File: src/hw/rtl/assert_macros.svh
// assertion macros shared by the battery monitor converter rtl
// no dependencies; included by the files that carry assertions
`ifndef ASSERT_MACROS_SVH
`define ASSERT_MACROS_SVH

// checked only while out of reset
`define BMUC_ASSERT(lbl, clk, rstn, prop, msg) \
    lbl: assert property (@(posedge clk) disable iff (!rstn) prop) \
        else $error(msg);

// checked on every edge, reset included
`define BMUC_ASSERT_ALWAYS(lbl, clk, prop, msg) \
    lbl: assert property (@(posedge clk) prop) \
        else $error(msg);

`endif

File: src/hw/rtl/bmuc_pkg.sv
// shared types and constants for the battery monitor unit converter
// no dependencies; imported by every module of the block
package bmuc_pkg;

    // reading kinds
    localparam logic [1:0] CMD_CELL   = 2'd0;
    localparam logic [1:0] CMD_THERM  = 2'd1;
    localparam logic [1:0] CMD_CURR   = 2'd2;
    localparam logic [1:0] CMD_CHARGE = 2'd3;

    localparam int MAX_CELLS  = 7;
    localparam int CNT_W      = 5;
    localparam logic [2:0] PACK_CELLS_RST = 3'd4;

    localparam logic [11:0] TS_REF  = 12'd2545;
    localparam logic [24:0] TS_PULL = 25'd10000;

    // x / 1440 is (x >> 5) / 45, done as a reciprocal multiply on 27 bits
    localparam logic [28:0] CC_RECIP       = 29'd381774871;
    localparam int          CC_RECIP_SHIFT = 34;

    // divider geometry
    localparam int DIV_W   = 32;
    localparam int DEN_W   = 12;
    localparam int DCNT_W  = $clog2(DIV_W);

    localparam int S_TDATA_W = 32;
    localparam int M_TDATA_W = 48;
    localparam int M_TUSER_W = 3;

    typedef struct packed {
        logic load_in;
        logic div_start;
        logic commit;
    } bmuc_ctrl_t;

    typedef struct packed {
        logic need_div;
        logic div_done;
    } bmuc_sts_t;

endpackage

File: src/hw/rtl/bmuc_ctrl.sv
// controller: request sequencing, divider launch and result handoff
// depends on bmuc_pkg; commands bmuc_dp through bmuc_ctrl_t
`include "assert_macros.svh"
module bmuc_ctrl (
    input  logic                  aclk,
    input  logic                  aresetn,
    input  logic                  s_axis_tvalid,
    output logic                  s_axis_tready,
    output logic                  m_axis_tvalid,
    input  logic                  m_axis_tready,
    input  bmuc_pkg::bmuc_sts_t   sts,
    output bmuc_pkg::bmuc_ctrl_t  ctrl
);
    import bmuc_pkg::*;

    typedef enum logic [1:0] {
        ST_IDLE,
        ST_CALC,
        ST_DIV,
        ST_FIN
    } state_t;

    state_t state_reg, state_next;
    logic   m_valid_reg, m_valid_next;

    assign s_axis_tready  = (state_reg == ST_IDLE);
    assign ctrl.load_in   = s_axis_tvalid && s_axis_tready;
    assign ctrl.div_start = (state_reg == ST_CALC) && sts.need_div;
    assign ctrl.commit    = (state_reg == ST_FIN) && (!m_valid_reg || m_axis_tready);

    always_comb begin
        state_next   = state_reg;
        m_valid_next = m_valid_reg;
        if (m_valid_reg && m_axis_tready) begin
            m_valid_next = 1'b0;
        end
        case (state_reg)
            ST_IDLE: begin
                if (ctrl.load_in) begin
                    state_next = ST_CALC;
                end
            end
            ST_CALC: begin
                state_next = sts.need_div ? ST_DIV : ST_FIN;
            end
            ST_DIV: begin
                if (sts.div_done) begin
                    state_next = ST_FIN;
                end
            end
            ST_FIN: begin
                if (ctrl.commit) begin
                    m_valid_next = 1'b1;
                    state_next   = ST_IDLE;
                end
            end
            default: begin
                state_next = ST_IDLE;
            end
        endcase
    end

    always_ff @(posedge aclk) begin
        if (!aresetn) begin
            state_reg   <= ST_IDLE;
            m_valid_reg <= 1'b0;
        end else begin
            state_reg   <= state_next;
            m_valid_reg <= m_valid_next;
        end
    end

    assign m_axis_tvalid = m_valid_reg;

    `BMUC_ASSERT(a_div_done_in_div, aclk, aresetn,
        sts.div_done |-> (state_reg == ST_DIV), "divider finished outside divide state")
    `BMUC_ASSERT(a_commit_shows, aclk, aresetn,
        ctrl.commit |=> m_axis_tvalid, "committed result not presented")
    `BMUC_ASSERT_ALWAYS(a_reset_idle, aclk,
        !aresetn |=> (state_reg == ST_IDLE) && !m_valid_reg, "reset did not clear control")

endmodule

File: config.mk
export PLATFORM = sky130hd
export DESIGN_NAME = bmuc_ctrl
export DESIGN_NICKNAME = d
export VERILOG_FILES = /design/src/hw/rtl/bmuc_pkg.sv /design/src/hw/rtl/bmuc_ctrl.sv
export VERILOG_INCLUDE_DIRS = /design/src /design/src/hw/rtl
export SDC_FILE = /design/constraint.sdc
export NUM_CORES = 1
export LEC_CHECK = 0
export BUFFER_PORTS_ARGS = -buffer_cell sky130_fd_sc_hd__buf_2
export CELL_PAD_IN_SITES_DETAIL_PLACEMENT = 0
export CELL_PAD_IN_SITES_GLOBAL_PLACEMENT = 1
export CORE_AREA = 2 2 39 41
export DETAILED_ROUTE_END_ITERATION = 7
export DIE_AREA = 0 0 41 43
export GPL_TIMING_DRIVEN = 0
export PLACE_DENSITY_LB_ADDON = 0.1
export RECOVER_POWER = 50
export SLEW_MARGIN = 5
export SYNTH_ARGS = -nofsm -noshare
export SYNTH_HDL_FRONTEND = slang
export SYNTH_SLANG_ARGS = --single-unit
File: constraint.sdc
create_clock -name aclk -period 4.5 [get_ports aclk]
set_clock_uncertainty 0.2 [all_clocks]
set_input_delay 0.45 -clock aclk [delete_from_list [all_inputs] [get_ports aclk]]
set_output_delay 0.45 -clock aclk [all_outputs]
set_load 0.005 [all_outputs]
Word level (Yosys, flattened, before mapping). Cells that the tools add are included.

Register bits after elaboration: 3. Input port bits: 6. Output and inout port bits: 5. Logic and storage cells: 24.

Equality and inequality tests: 6. Mux-type cells: 8. Reductions and logical operators: 8.

Operators by type and width (count): $pmux W2 S4 (1); $mux W2 (3); $eq A2 B2 Y1 const B (2); $logic_and A1 B1 Y1 (4); $mux W1 (4); $ne A2 B2 Y1 const B (2); $reduce_and A3 Y1 (1); $eq A2 B1 Y1 const B (1); $logic_not A2 Y1 (1); $ne A2 B1 Y1 const B (1); $logic_not A1 Y1 (1); $logic_or A1 B1 Y1 (1).

Logic depth before layout (Yosys ltp).
Depth in word-level cells: 5. Depth in mapped cells: 5. Gate-level depth less buffers: 5.

Least setup slack after synthesis. No wires, ideal clock.

Path kind: register to output. Start: register state_reg[0]. End: output port ctrl[2] (netlist bit). Data arrival time: 0.926 ns. Data required time: 3.850 ns. Path slack: 2.924 ns. Stages on the path, launching flop included: 4. Buffers on the path: 0. Path through: dfxtp_1 -> inv_1 -> ha_1 -> and2_2.

RTL lines: start: declaration (line bmuc_ctrl.sv:23) `state_t state_reg, state_next;`; start signal: assignment (line bmuc_ctrl.sv:68) `state_reg <= state_next;`; end: declaration (line bmuc_ctrl.sv:12) `output bmuc_pkg::bmuc_ctrl_t ctrl`.

==> metrics.yaml <==
timing:
  clock.fmax_mhz: 508
  slew_violations: 0
  rsz0062_at_grt: "false"
  slew_headroom: 0.842
  period_minus_slack_ns: 1.97
  finalSetupViolCount: 0
  hold_viol: 0
  fin_crit_sh: 0.437
  setup_tns_ns: 0
  tightest_slew_ns: 0.236
clock_tree:
  cts_setup_buffers: 0
  cts_buffers: 3
  clockBufferDepth: 2
  clk_latency_ns: 0.23
  clkTransAtPathRegs_ns: 0.04
  cts_tree: "built"
  hold_buffers: 0
  cts_resized: 0
  cts_num_sinks: 3
  htreeDepth: 1
  clockRootBuffer: "clkbuf_4"
global_routing:
  grt_start_max_net_pins: 8
  grt_pass1_vias: 248
  overflow: 0
  antenna_found_initial: 0
  grt_usage: 0.0873
  grt_pass1_wl_um: 993
cells_and_area:
  final_common_cell: "buf_2"
  fillers: 151
  area_growth_pct: 31.1
  antenna_cells: 0
  layout.nets: 53
  final_cell_mix: "buf_2 (10), ha_1 (5), clkbuf_4 (3), dfxtp_1 (3)"
  largest_register_ffs: 2
  fin_util: 0.263
  multi_input_area_um2: 200
  layout-drive-gt1-share: 0.439
  seqCellArea_um2: 60.1
drt:
  drtIter0Drc: 1
  wl_per_cell_um: 9.58
  dr_total_vias: 231
  routed_wl_um: 546
  drtAntennaViolNets: 0
  vias_per_cell: 4.05
  dr.pass1.iters: 2
  drc: 0
logic_synthesis:
  synth.top_cell.area_share: 0.225
  synth_fp_nets: 38
  synth_cell_types: 18
  ys_top_cells_by_area: "ha_1 (23%), dfxtp_1 (22%), nand3b_4 (7.2%)"
  ys_seq_area_frac: 0.216
  netlist_instances: 27
  yosysTopAreaCell: "ha_1"
  syn_area_per_cell_um2: 10.3
  ys_ff_latch: 3
  yosys_warnings: 0
  syn_area_um2: 278
critical_path:
  crit_buf_inv: 2
  cp.depth: 4
  r2r_setup_slack_ns: 2.87
  crit_chain: "inv_1, ha_1, and2_2, buf_2"
  cp_slowest_cell: "dfxtp_1"
  critical_path.max_stage_delay_ns: 0.44
  worstPathArrival_ns: 1.32
  crit_type: "reg -> out"
  worstReg2RegEnd: "state_reg[0]"
  start_kind: "flop"
  crit_family: "flip-flops"
  worst_r2r_startpoint: "state_reg[0]"
  required_ns: 3.85
  r2r_cells: 5
  crit_end: "ctrl[2]"
  worstPathMaxFanout: 7
  startpoint: "state_reg[0]"
  endpoint_kind: "output pin"
floorplanning:
  start_util: 0.201
  die_height_um: 43
  die_x_um: 41
  io_pins: 11
  row_count: 14
  dieArea_mm2: 0.00176
  coreArea_mm2: 0.00138
outcome:
  status: "completed"
pwr:
  p_sw_mw: 0.0777
  combPwrFrac: 0.503
  seqPwrFrac: 0.262
  p_per_area_mw_per_mm2: 542
  sw_frac_of_total: 0.394
  p_int_mw: 0.120
  pwr-share-clk: 0.235
  ir_drop_mv: 0.221
  p_leak_nw: 0.205
place:
  io_buffers: 10
  dp_hpwl_um: 456
  gp_congestion: 0.673
job:
  drv_cap: 0
worst_hold_path:
  hp-class: "in -> reg"
-- worst min path at each step --
stage / start / end / slack (ns) / cells after the start
final: aresetn / m_axis_tvalid / 0.27 / 2
after floorplan: aresetn / m_axis_tvalid / 0.37 / 1
after CTS: aresetn / m_axis_tvalid / 0.25 / 2
after detailed placement: m_axis_tvalid / m_axis_tvalid / 0.46 / 3
after global routing: aresetn / m_axis_tvalid / 0.27 / 2
after global placement: m_axis_tvalid / m_axis_tvalid / 0.46 / 3
-- cells in the mapped netlist --
cell	instances
o21a_1	1
ha_1	5
nand4_1	1
and2_1	2
o21ai_0	1
nand3b_1	1
nand3b_4	1
and2_2	1
nand2b_2	1
o311a_1	1
nor2_1	1
dfxtp_1	3
a31o_1	2
a21boi_2	1
nand2b_1	1
nand2b_4	1
inv_1	2
nand3_2	1
-- cell families after synthesis --
logic type      after synthesis  synth area share
buf+inv                       2            0.0270
simple gates                 11             0.347
fa+ha+maj                     5             0.225
flops                         3             0.216
compound gates                6             0.185
-- area by class of cell --
cell class,instances,area share
clock buffers,4,0.0722
inverters,2,0.0206
multi-input cells,22,0.550
flip-flops and latches,3,0.165
well taps,16,0.0550
repair buffers,10,0.137
-- power by group through the flow --
stage	combinational, mW	sequential, mW	clock, mW
after floorplan	0.0773	0.0486	0
after global placement	0.105	0.0531	0
after detailed placement	0.107	0.0525	0
after CTS	0.107	0.0520	0.0501
after global routing	0.113	0.0545	0.0513
final	0.0991	0.0517	0.0464
-- layer usage --
layer | vias to the layer above | wire (um) | track usage
met5 | - | 0 | 0
met4 | 0 | 0 | 0.0400
li1 | 124 | - | -
met3 | 0 | 28 | 0.0471
met2 | 7 | 256 | 0.119
met1 | 100 | 261 | 0.109
-- metrics by stage --
stage | std cells | area (um2) | setup WS (ns) | power, mW | hold slack (ns)
floorplan | 27 | 278 | 2.92 | 0.126 | 0.367
global placement | 53 | 348 | 2.73 | 0.158 | 0.456
detailed placement | 53 | 348 | 2.74 | 0.159 | 0.463
CTS | 57 | 374 | 2.48 | 0.209 | 0.251
global route | 57 | 364 | 2.41 | 0.219 | 0.266
finish | 57 | 364 | 2.53 | 0.197 | 0.266
No activity file was read; power rests on OpenSTA's default activity.
